**src/rtl/core/mcope_pkg.sv**
```systemverilog
// Shared types, constants and helper functions of the option path engine.
`timescale 1ns / 1ps
package mcope_pkg;

  localparam int MAX_STEPS_DEF = 4096;
  localparam int PSUM_W        = 44;
  localparam int TOTAL_W       = 63;
  localparam int MUL_W         = 34;

  localparam logic [31:0] SPOT_RST  = 32'd6553600;
  localparam logic [31:0] STRIKE_RST = 32'd6553600;
  localparam logic [16:0] BUMP_RST  = 17'd655;
  localparam logic [30:0] VOL_RST   = 31'd26770000;

  localparam logic [30:0] LOG2E_Q30 = 31'd1549082005;
  localparam logic [29:0] LN2_Q30   = 30'd744261118;
  localparam logic [31:0] ONE_Q30   = 32'h4000_0000;

  typedef enum logic [2:0] {
    REG_SPOT   = 3'd0,
    REG_STRIKE = 3'd1,
    REG_BUMP   = 3'd2,
    REG_DRIFT  = 3'd3,
    REG_VOL    = 3'd4,
    REG_STEPS  = 3'd5,
    REG_KIND   = 3'd6,
    REG_PATHS  = 3'd7
  } reg_idx_t;

  typedef enum logic [2:0] {
    KIND_CALL       = 3'd0,
    KIND_PUT        = 3'd1,
    KIND_FIXED_CALL = 3'd2,
    KIND_FIXED_PUT  = 3'd3,
    KIND_FLOAT_CALL = 3'd4,
    KIND_FLOAT_PUT  = 3'd5
  } kind_t;

  typedef enum logic [3:0] {
    ST_IDLE,
    ST_XMUL,
    ST_TRUNC,
    ST_LOG,
    ST_TMUL,
    ST_TREG,
    ST_PMUL,
    ST_PREC,
    ST_PCOR,
    ST_GMUL,
    ST_GAPPLY,
    ST_CHECK,
    ST_DIV,
    ST_PAY
  } state_t;

  typedef struct packed {
    logic busy;
    logic done;
  } div_stat_t;

  // floor(2^32 / n) for the Taylor divisors one to six.
  function automatic logic [32:0] recip(input logic [2:0] n);
    logic [32:0] r;
    case (n)
      3'd1:    r = 33'h1_0000_0000;
      3'd2:    r = 33'h0_8000_0000;
      3'd3:    r = 33'd1431655765;
      3'd4:    r = 33'h0_4000_0000;
      3'd5:    r = 33'd858993459;
      3'd6:    r = 33'd715827882;
      default: r = 33'd0;
    endcase
    return r;
  endfunction

  function automatic logic [31:0] start_up(input logic [31:0] spot, input logic [16:0] bump);
    logic [32:0] s;
    s = {1'b0, spot} + {16'b0, bump};
    return s[32] ? 32'hFFFF_FFFF : s[31:0];
  endfunction

  function automatic logic [31:0] start_down(input logic [31:0] spot, input logic [16:0] bump);
    return (spot > {15'b0, bump}) ? spot - {15'b0, bump} : 32'd0;
  endfunction

endpackage

```
**src/rtl/core/mcope_mul.sv**
```systemverilog
// Shared signed multiplier with a registered product.
`timescale 1ns / 1ps
module mcope_mul (
  input  logic                                  clk,
  input  logic signed [mcope_pkg::MUL_W-1:0]    a,
  input  logic signed [mcope_pkg::MUL_W-1:0]    b,
  output logic signed [2*mcope_pkg::MUL_W-1:0]  prod
);

  always_ff @(posedge clk) begin
    prod <= a * b;
  end

endmodule

```
**config.mk**
```make
export PLATFORM = sky130hd
export DESIGN_NAME = mcope_mul
export DESIGN_NICKNAME = d
export VERILOG_FILES = /design/src/rtl/core/mcope_pkg.sv /design/src/rtl/core/mcope_mul.sv
export SDC_FILE = /design/constraint.sdc
export NUM_CORES = 2
export LEC_CHECK = 0
export BUFFER_PORTS_ARGS = -buffer_cell sky130_fd_sc_hd__buf_4
export CELL_PAD_IN_SITES_DETAIL_PLACEMENT = 0
export CELL_PAD_IN_SITES_GLOBAL_PLACEMENT = 1
export CORE_MARGIN = 8
export CORE_UTILIZATION = 41
export DETAILED_ROUTE_END_ITERATION = 10
export MAX_ROUTING_LAYER = met4
export PLACE_DENSITY_LB_ADDON = 0.2
export SLEW_MARGIN = 20
export SYNTH_ARGS = -nofsm -noshare
export SYNTH_HDL_FRONTEND = slang
export SYNTH_SLANG_ARGS = --single-unit
```
**constraint.sdc**
```tcl
create_clock -name clk -period 7.4 [get_ports clk]
set_input_delay 0 -clock clk [delete_from_list [all_inputs] [get_ports clk]]
set_output_delay 0 -clock clk [all_outputs]
set_load 0.02 [all_outputs]
```
* Yosys cells after proc, flatten, opt, wreduce, memory -nomap -nowiden
Cells that the tools add are included.
** Cells by class
- Multiply operators :: 1
** Operators by type and width (number)
- $mul 34x34->68 :: 1
** Word-level totals
- Logic and storage cells :: 2
- Register bits after elaboration :: 68
- Input bits :: 69

* Depth between registers and ports, before layout
- Depth after elaboration :: 1
- Depth in mapped cells :: 31
- Depth with buffers taken out :: 29

* Worst setup path after synthesis
OpenSTA, ideal clock, no wires.
- Path kind :: input -> register
- Start point :: input port a[33] (netlist bit)
- End point :: register prod[65] (netlist bit)
- Data required time :: 7.328 ns
- Stages :: 24
- Slack :: -0.090 ns
- Buffers on the path :: 2
- Data arrival time :: 7.418 ns
- Cells stage by stage :: clkbuf_1 > nand2_1 > inv_1 > fa_1 > fa_1 > fa_1 > fa_1 > inv_1 > fa_1 > fa_1 > fa_1 > fa_1 > inv_1 > ha_1 > clkdlybuf4s50_2 > nand3_1 > or2_2 > nor2_1 > a221oi_1 > o21ai_0 > a31oi_2 > nor2_2 > o41ai_2 > xnor2_1
** On the way
- Cells in the longest elaborated chain, start to end :: 1
** Ends and longest elaborated chain
- start: declaration :: line mcope_mul.sv:5 : input logic signed [mcope_pkg::MUL_W-1:0] a,
- $mul 34x34->68 :: line mcope_mul.sv:11 : prod <= a * b;
- end signal: assignment :: line mcope_mul.sv:11
- end: declaration :: line mcope_mul.sv:7 : output logic signed [2*mcope_pkg::MUL_W-1:0] prod
No other way between the ends.

* Final worst setup path
- Start point :: input port a[17] (netlist bit)
- End point :: register prod[64] (netlist bit)
Same word-level chain as after synthesis.

==> key figures <==
CTS
  – CTS Sinks: ~70
  – Number of H-tree levels: 3
  – CTS root buf: clkbuf_16
  – Reg clk slew, reported paths: ~0.080 ns
  – Max clock buf depth: 2
  – TritonCTS clock tree: yes
  – CTS buffer count: 9

Die
  – Die Wd: 340.0 um
  – Die height: between 300 and 400 um
  – DIE AREA: approximately 120000 um^2
  – Initial Util: about two fifths
  – Core area: 104700 um^2
  – # rows: 119
  – I/O pin count: about 140

Critical path
  – Cell mode on critical path: fa_1
  – CP Max Fanout: 11
  – Critical path endpoint category: register
  – CP startpoint kind: input port
  – Worst path slowest cell: fa_1
  – Crit path DAT: around 7.5 ns
  – Setup CP Type: in -> reg
  – Worst EP required: 7.75 ns
  – CP peak stage delay: around 0.60 ns

Cells and area
  – Max reg flops: 68
  – Register bank with the most flops: prod
  – Final #Nets: approximately 6.4k
  – Regs by FF count: prod (68)
  – P&R area growth vs syn: 12.79%
  – Share of cells above drive strength 1: a little under an eighth
  – Final Util: between 40 and 50%

Synthesis
  – Yosys reg bits: about 70
  – Synth Warn #: 0
  – Top-area cell type share of the netlist area: around 58%
  – Yosys top cell by area: fa_1
  – Number of flops mapped to enable cells by yosys: 0
  – Post-synthesis async set-or-reset flop share: 0%
  – Primary FF master, synth: dfxtp_1
  – Syn Nets: 6068
  – Synth cell types: between 60 and 70
  – Mean Syn Cell Area: ~9.4 um^2
  – Top post-synthesis cells by area: fa_1 58%, inv_1 11%, and2_1 9.0%
  – Syn Inst Count: 4554
  – Post-Syn Area: 43030 um^2
  – Post-synthesis sequential area ratio: approximately 3.2%

Placement
  – IO buf count: around 140
  – Pre-CTS worst setup slack: -0.8351 ns
  – Dpl hpwl: 114100 um
  – GPL Wtd Cong: a little under 0.9

STA
  – Max frequency: around 140 MHz
  – Tmin final: around 7.2 ns
  – Final setup viols: 0
  – RSZ-0062 raised after global routing: false
  – Worst-Margin Slew: between 0.5 and 0.6 ns
  – Final Cycle Share: between 90% and 100%
  – Final WS setup: 0.2431 ns
  – Hold Vio Cnt, Final: 0
  – Final Slew Violations: 0
  – Max transition margin: approximately 62%

Global route
  – Initial antenna violation count: 7
  – GRT overflow: 0
  – Vias in the first global route: about 34k
  – GRT Total Usage: a little under a quarter
  – Largest net degree at the start of global routing: 33
  – First-pass GRT wire length: a little over 200000 um

Hold path
  – Worst min path class: in -> reg
  – Min-delay src: a[0]
  – WHS Path Cells: 3
  – Min-Delay Endpoint: prod[0]

Detailed routing
  – Drc violations: 0
  – Final ANT Viol Nets: 0
  – Drt total wl: roughly 130000 um
  – Detailed-route via count: 30.22k
  – Average wire per standard cell: just over 20 um
  – Vias per Instance: just under 5
  – Drt first-iter violations: about 1.5k
  – Drt pass-1 iters: 5

Job
  – Max Cap Viol: 0

Status
  – Status: finished clean
==> worst max-delay path: cells and delay by family <==
kind                     cells  cell delay [ns]
adder cells (fa/ha/maj)      9             4.31
AND/OR/NAND/NOR              3             0.44
AO/OA/AOI/OAI                7             1.58
XOR/XNOR                     1             0.14
buffers and inverters        9             1.02
==> synth_stat cells (3+ instances only) <==
library cell,instances
fa_1,1241
inv_1,1231
and2_1,621
nand2_1,542
clkbuf_1,214
ha_1,204
dfxtp_1,68
a21oi_1,61
xnor2_1,56
nor2_1,54
a21o_1,37
o21ai_0,31
xor2_1,23
nand2b_1,20
o21bai_1,12
nand3_1,11
nand4_1,11
nor2b_1,9
a31oi_1,7
o21ai_1,7
a211oi_1,6
and3_1,5
nor3_1,5
buf_4,4
o21a_1,4
or2_2,4
a221oi_1,3
and3_2,3
o211ai_1,3
o41ai_1,3
o41ai_2,3
==> routing by layer <==
layer  global-route usage, %  routed length (um)  vias to the layer above
met2                   39.86               64430                      661
met5                       -                   0                        -
li1                        -                   -                    13410
met1                   30.47               53590                    16020
met4                   5.386                3258                        0
met3                   2.786                5916                      137
==> what timing repair did <==
item	in CTS	in global routing
endpoints found under the setup margin	4	13
pin swaps	1	9
hold buffers	1	0
endpoints found under the hold margin	1	0
gates cloned	0	0
buffers inserted	1	0
gates resized for setup	4	21
==> kinds of logic (layout without fill, tap and decap cells) <==
kind of cell,Yosys count,count (layout),synth area share (%)
adders and majority gates,1445,1445,63.67
DFF,68,68,3.164
other,0,6,0
xor gates and xnor gates,79,79,1.608
buffers and inverters,1460,1772,12.84
AOI/OAI and AO/OA,206,206,3.347
and+or+nand+nor,1296,1296,15.37
==> placed cells by master, fill, tap and decap left out, types with 5 or more instances in the layout <==
master and instances:
buf_12 24, xor2_1 23, a21oi_1 59, o21ai_0 28
o21ai_1 9, a21o_1 37, nor2_1 54, nand3_1 11
nand2_1 542, ha_1 203, inv_1 1231, a31oi_1 6
fa_1 1238, nand4_1 11, clkbuf_16 9, and2_1 621
o21bai_1 12, diode_2 6, nor2b_1 8, xnor2_1 56
nor3_1 5, dfxtp_1 68, and3_1 5, buf_6 7
nand2b_1 20, a211oi_1 6, buf_4 491
==> metrics by stage <==
step / instances / setup TNS, ns / hold slack, ns / cell area, um^2
3_3_place_gp: 6239 / -5.586 / 0.4119 / 48080
2_1_floorplan: 4554 / 0 / 0.1273 / 43030
6_report: 6263 / 0 / 0.1544 / 48530
4_1_cts: 6257 / 0 / 0.1393 / 48430
3_5_place_dp: 6239 / -6.087 / 0.4117 / 48080
5_1_grt: 6262 / 0 / 0.1501 / 48530
==> worst max-delay path by stage <==
stage	slack, ns	startpoint	cells past startpoint	end
3_3_place_gp	-0.82	b[10]	29	prod[66]
3_5_place_dp	-0.84	b[10]	29	prod[66]
2_1_floorplan	0.12	a[33]	24	prod[65]
5_1_grt	0.005	b[1]	30	prod[60]
4_1_cts	0.06	b[1]	29	prod[66]
6_report	0.24	a[17]	29	prod[64]
==> final cells by class <==
type	instances	area, um^2
clock buffer	9	225.2
multi-input combinational	3026	36210
fill	10270	56140
sequential	68	1361
antenna	6	15.01
inverter	1232	4624
tap	1391	1740
timing repair buffer	524	4270
clock inverter	7	82.58
Power is not shown: default switching activity piles up to over one toggle a cycle in this logic, so the estimate is an artifact.
