[config.mk]
export PLATFORM = sky130hd
export DESIGN_NAME = mcope_div
export DESIGN_NICKNAME = d
export VERILOG_FILES = /design/src/rtl/core/mcope_pkg.sv /design/src/rtl/core/mcope_div.sv
export SDC_FILE = /design/constraint.sdc
export NUM_CORES = 1
export LEC_CHECK = 0
export ABC_AREA = 1
export BUFFER_PORTS_ARGS = -buffer_cell sky130_fd_sc_hd__buf_2
export CAP_MARGIN = 25
export CORE_MARGIN = 5
export CORE_UTILIZATION = 54
export DETAILED_ROUTE_END_ITERATION = 10
export PLACE_DENSITY = 0.82
export SYNTH_ARGS = -nofsm -noshare
export SYNTH_HDL_FRONTEND = slang
export SYNTH_SLANG_ARGS = --single-unit
[constraint.sdc]
create_clock -name clk -period 6.8 [get_ports clk]
set_clock_uncertainty 0.05 [all_clocks]
set_input_delay 0.68 -clock clk [delete_from_list [all_inputs] [get_ports clk]]
set_output_delay 0.68 -clock clk [all_outputs]
set_load 0.01 [all_outputs]
[src/rtl/core/mcope_pkg.sv]
// Shared types, constants and helper functions of the option path engine.
`timescale 1ns / 1ps
package mcope_pkg;

  localparam int MAX_STEPS_DEF = 4096;
  localparam int PSUM_W        = 44;
  localparam int TOTAL_W       = 63;
  localparam int MUL_W         = 34;

  localparam logic [31:0] SPOT_RST  = 32'd6553600;
  localparam logic [31:0] STRIKE_RST = 32'd6553600;
  localparam logic [16:0] BUMP_RST  = 17'd655;
  localparam logic [30:0] VOL_RST   = 31'd26770000;

  localparam logic [30:0] LOG2E_Q30 = 31'd1549082005;
  localparam logic [29:0] LN2_Q30   = 30'd744261118;
  localparam logic [31:0] ONE_Q30   = 32'h4000_0000;

  typedef enum logic [2:0] {
    REG_SPOT   = 3'd0,
    REG_STRIKE = 3'd1,
    REG_BUMP   = 3'd2,
    REG_DRIFT  = 3'd3,
    REG_VOL    = 3'd4,
    REG_STEPS  = 3'd5,
    REG_KIND   = 3'd6,
    REG_PATHS  = 3'd7
  } reg_idx_t;

  typedef enum logic [2:0] {
    KIND_CALL       = 3'd0,
    KIND_PUT        = 3'd1,
    KIND_FIXED_CALL = 3'd2,
    KIND_FIXED_PUT  = 3'd3,
    KIND_FLOAT_CALL = 3'd4,
    KIND_FLOAT_PUT  = 3'd5
  } kind_t;

  typedef enum logic [3:0] {
    ST_IDLE,
    ST_XMUL,
    ST_TRUNC,
    ST_LOG,
    ST_TMUL,
    ST_TREG,
    ST_PMUL,
    ST_PREC,
    ST_PCOR,
    ST_GMUL,
    ST_GAPPLY,
    ST_CHECK,
    ST_DIV,
    ST_PAY
  } state_t;

  typedef struct packed {
    logic busy;
    logic done;
  } div_stat_t;

  // floor(2^32 / n) for the Taylor divisors one to six.
  function automatic logic [32:0] recip(input logic [2:0] n);
    logic [32:0] r;
    case (n)
      3'd1:    r = 33'h1_0000_0000;
      3'd2:    r = 33'h0_8000_0000;
      3'd3:    r = 33'd1431655765;
      3'd4:    r = 33'h0_4000_0000;
      3'd5:    r = 33'd858993459;
      3'd6:    r = 33'd715827882;
      default: r = 33'd0;
    endcase
    return r;
  endfunction

  function automatic logic [31:0] start_up(input logic [31:0] spot, input logic [16:0] bump);
    logic [32:0] s;
    s = {1'b0, spot} + {16'b0, bump};
    return s[32] ? 32'hFFFF_FFFF : s[31:0];
  endfunction

  function automatic logic [31:0] start_down(input logic [31:0] spot, input logic [16:0] bump);
    return (spot > {15'b0, bump}) ? spot - {15'b0, bump} : 32'd0;
  endfunction

endpackage

[src/rtl/core/mcope_div.sv]
// Three-lane restoring divider, one quotient bit per cycle in each lane.
`timescale 1ns / 1ps
module mcope_div #(
  parameter int SW = mcope_pkg::PSUM_W,
  parameter int DW = 13
) (
  input  logic                  clk,
  input  logic                  rst,
  input  logic                  start,
  input  logic [DW-1:0]         divisor,
  input  logic [SW-1:0]         dividend [3],
  output logic [SW-1:0]         quotient [3],
  output mcope_pkg::div_stat_t  stat
);

  localparam int CW = $clog2(SW + 1);

  logic [DW:0]   rem [3];
  logic [CW-1:0] cnt;
  logic          busy;
  logic          done;
  logic [DW:0]   rem_sh [3];
  logic          bit_q [3];

  always_comb begin
    for (int i = 0; i < 3; i++) begin
      rem_sh[i] = {rem[i][DW-1:0], quotient[i][SW-1]};
      bit_q[i]  = (rem_sh[i] >= {1'b0, divisor});
    end
  end

  always_ff @(posedge clk) begin
    if (rst) begin
      busy <= 1'b0;
      done <= 1'b0;
      cnt  <= '0;
    end else begin
      done <= 1'b0;
      if (start) begin
        busy <= 1'b1;
        cnt  <= CW'(SW);
      end else if (busy) begin
        cnt <= cnt - 1'b1;
        if (cnt == CW'(1)) begin
          busy <= 1'b0;
          done <= 1'b1;
        end
      end
    end
  end

  always_ff @(posedge clk) begin
    for (int i = 0; i < 3; i++) begin
      if (start) begin
        quotient[i] <= dividend[i];
        rem[i]      <= '0;
      end else if (busy) begin
        rem[i]      <= bit_q[i] ? rem_sh[i] - {1'b0, divisor} : rem_sh[i];
        quotient[i] <= {quotient[i][SW-2:0], bit_q[i]};
      end
    end
  end

  assign stat.busy = busy;
  assign stat.done = done;

endmodule

# Yosys cells after proc, flatten, opt, wreduce, memory -nomap -nowiden
# Memories as Yosys holds them, arrays and structs flattened.
# Cells that the tools add are included.
[classes]
add_sub_neg = 4
order_cmp = 3
n_eq_ne = 1
n_mux = 23
n_bitwise = 4
reduce_logical = 3
[op_table]
columns = ["operator", "count"]
rows = [
  ["44-bit 2-to-1 mux", 6],
  ["14-bit 2-to-1 mux", 6],
  ["14-bit by 13-bit >= comparator with 1-bit output", 3],
  ["14-bit by 13-bit subtractor with 14-bit output", 3],
  ["6-bit 2-to-1 mux", 2],
  ["1-bit 2-to-1 mux", 9],
  ["6-bit by 1-bit == test with 1-bit output (second input constant)", 1],
  ["6-bit by 1-bit subtractor with 6-bit output (second input constant)", 1],
  ["1-bit bitwise OR", 3],
  ["3-bit OR reduction", 1],
  ["2-bit nonzero test", 1],
  ["2-bit OR reduction", 1],
  ["1-bit NOT", 1],
]
[totals]
regBits = 140
ramBits = 42
input_bits = 148
output_inout_bits = 134
word_cells = 46
memories = 1
[memory_table]
columns = ["name", "depth", "word_bits", "rd", "rd_ports_with_merged_regs", "write_ports", "line_no", "text"]
rows = [
  ["rem", 3, 14, 3, 0, 3, "mcope_div.sv:18", "logic [DW:0] rem [3];"],
]

# Longest topological paths before layout
[logic_depth]
ltp_word = 4
mapped_depth = 13
mapped_depth_nobuf = 13

# Worst setup path before layout
# Ideal clock, no wire load.
[synth_timing]
path_kind = "in2reg"
from = "input port start"
to = "register quotient[0] (netlist bit) (enable)"
setup_time_ns = 0.524
arrival_ns = 4.416
t_required_ns = 6.226
path_slack_ns = 1.810
cell_stages = 4
path_buffers = 2
path_cell_list = "clkbuf_1 buf_2 nor2_1 inv_1"
[synth_via]
elab_chain_len = 1
[synth_rtl]
columns = ["item", "line_no", "text"]
rows = [
  ["start, declared", "mcope_div.sv:9", "input logic start,"],
  ["2-bit nonzero test (no line)", "-", ""],
  ["end signal, assigned by index", "mcope_div.sv:55", "quotient[i] <= dividend[i];"],
  ["end signal, assigned by index", "mcope_div.sv:59", "quotient[i] <= {quotient[i][SW-2:0], bit_q[i]};"],
  ["end, declared", "mcope_div.sv:12", "output logic [SW-1:0] quotient [3],"],
]
# No other way between the ends.
# A chain may end at the register's enable or synchronous reset.

==> out/qor.txt <==
Highest Clock Rate -> 0.354 GHz
Final Hold Fails -> 0
DR pass1 iterations -> 6
Largest net degree at the start of global routing -> 119
Vias in the first global route -> 8843
Synthesis warning total -> 0
Top post-synthesis cells by area -> edfxtp_1 48%, nand2_1 24%, inv_1 5.8%, ha_1 4.8%, nor2_1 3.9%
FILL cells -> 1638
CP arrival -> 3.04 ns
CP endpoint kind -> register
Post-synthesis sequential area ratio -> 49.8%
Setup TNS -> 0 ns
R2r endpoint -> rem[2][9]
Ys flop type -> edfxtp_1
Die Y -> 150 µm
Final setup violation count -> 0
CP Class -> reg2reg
Vias/cell -> 5.07
Slowest cell on the critical path -> nor2_1
CTS Sinks -> 179
Nets -> 1819
Status -> completed
Slew headroom -> 37.1%
Die ar. -> 22600 µm²
Register bit total from synthesis -> 179
Startpoint type of the worst setup path -> register
Number of antenna-violating nets in the routed design -> 0
Syn nets -> 1557
Share of cells above drive strength 1 -> 21.2%
FF/Latch Area -> 5300 µm²
Die Wd -> 150 µm
Hold Crit Start -> rst
Mapped Area -> 10600 µm²
Top cell type's share of synthesized area -> 48.3%
Core Area -> 19400 µm²
Max Cap Viol -> 0
Crit path buf inv count -> 0
Worst hold-check path type -> in2reg
Syn Inst Count -> 1365
Max Slew Vio Count -> 0
Total Wirelength -> 30500 µm
Worst path cell trace -> ha_1 -> nand2_1 -> nor2_1 -> nand2_1 -> nor2_1 -> nor2_1 -> nand2_1 -> nor2_1 -> nor2_1 -> nor2_1
Max stage delay on crit path -> 0.57 ns
Global-route wire length before repair -> 45800 µm
Top Ports -> 282
Reg2reg path depth -> 10
Peak VDD IR -> 0.169 mV
Starting Density -> 54.8%
Max clock buf depth -> 2
RSZ-0062 raised after global routing -> no
Post-synth EDFFs -> 171
Htree depth -> 4
Drc violations -> 0
Worst-skew pair later-pin latency -> 0.42 ns
Power Density -> 249 nW/µm²
Async S/R FF share, synth -> 0%
CP most frequent cell -> nor2_1
Top post-synthesis cells by count -> 671 x nand2_1, 171 x edfxtp_1, 165 x inv_1
Initial antenna violation count -> 4
Crit-path leading delay family -> simple AND/OR/NAND/NOR gates
RR Startpoint -> rem[2][8]
Area Growth Syn to Fin -> 20.8%
FP Rows -> 51
Final instance area -> 12800 µm²
Finished Layout Cells -> 1908
Most common cell in the netlist -> nand2_1
Req. time, crit path -> 7.02 ns
Pleak -> 6.82 nW
Post-CTS Hold Buffers -> 0
Distinct cells, synth -> 38
Flop2flop setup slack -> 3.98 ns
GRT Total Usage -> 26.2%
Hold Crit Depth -> 2
Congestion Overflow GR -> 0
CTS Root Cell -> clkbuf_16
PostCTS Resize Cnt -> 0
Clk slew on worst S/H paths -> 0.07 ns
Synth area leader -> edfxtp_1
Worst Tran Pin Value -> 0.944 ns
DP HPWL -> 23700 µm
Multi-input logic area -> 4500 µm²
TritonCTS clock tree -> yes
Dpl cell area -> 12200 µm²
Final period util -> 41.5%
Setup Fix Bufs, Post-CTS -> 0
Initial DRC count -> 770
Total CTS buffers -> 17
Vias -> 9673
WL per Instance -> 16.0 µm
GP Congestion -> 0.961
CP Max Fanout -> 12
# placed instances -> 1872
Min Tclk post-route -> 2.82 ns
Port buffer count -> 281
WHS Endpoint -> cnt[5]
Avg Cell Area, Syn -> 7.78 µm²
[kinds of logic after synthesis]
| kind of cell | synth area share (%) |
|---|---|
| adder cells (fa/ha/maj) | 5.39 |
| AND/OR/NAND/NOR | 34.5 |
| AO/OA/AOI/OAI | 1.44 |
| buffers and inverters | 7.86 |
| flip-flops | 49.8 |
| XOR/XNOR | 0.989 |
[sequential cells by signal, summed over array words and instances, names as in the netlist]
| signal | count |
|---|---|
| rem | 39 |
| quotient | 132 |
| cnt | 6 |
| done | 1 |
| busy | 1 |
[final cells by class]
| cell class | count | share of cell area [%] |
|---|---|---|
| sequential | 179 | 41.3 |
| multi-input combinational | 976 | 35.0 |
| timing repair buffer | 286 | 11.4 |
| inverter | 167 | 4.94 |
| clock buffer | 18 | 3.34 |
| tap | 265 | 2.58 |
| clock inverter | 13 | 1.35 |
| antenna | 4 | 0.0780 |
[stage by stage]
step                      power [W]  setup slack (ns)  hold WS [ns]  util (%)
after CTS                   0.00320              3.99         0.412      66.0
after global routing        0.00335              3.71         0.425      66.1
after floorplan             0.00192              1.81         0.406         -
after detailed placement    0.00219              3.53         0.432      62.9
final                       0.00320              3.98         0.427      66.2
after global placement      0.00218              3.59         0.435      62.9
[report_power, final]
group	leakage [nW]	total, W	switching (W)	internal, W
clock	0.288	0.00102	0.000430	0.000585
combinational	4.69	0.000753	0.000486	0.000267
sequential	1.84	0.00143	0.0000782	0.00135
[worst max-delay path by stage]
stage	from	to	slack (ns)	cells past startpoint
global placement	start	quotient[23]	3.59	4
floorplan	start	quotient[0]	1.81	4
detailed placement	start	quotient[23]	3.53	4
CTS	start	quotient[63]	3.99	4
global route	rem[2][8]	rem[2][1]	3.71	10
finish	rem[2][8]	rem[2][9]	3.98	10
[layer usage]
metal	track usage, %	part of all wire [%]
met5	0	0.13
met4	10.8	4.2
met3	4.94	8.0
met2	42.4	47
met1	34.7	40
[cell usage in the layout (no fill, tap or decap), types with 2 or more instances in the layout]
master	n
diode_2	4
ha_1	41
nor2_1	109
xnor2_1	7
inv_1	164
and3_1	2
clkinvlp_4	2
dfxtp_1	8
nand3_1	41
nand2_2	5
nand3b_1	4
clkbuf_16	17
nand4_1	35
nor2_4	4
bufinv_16	3
fa_1	3
o21ai_1	4
nand2_1	671
xor2_1	5
a211oi_1	2
a21oi_1	15
inv_6	6
buf_2	280
nand3_4	4
buf_4	5
nor2_2	14
edfxtp_1	171
Note: power is estimated with default switching activity, not from simulation.
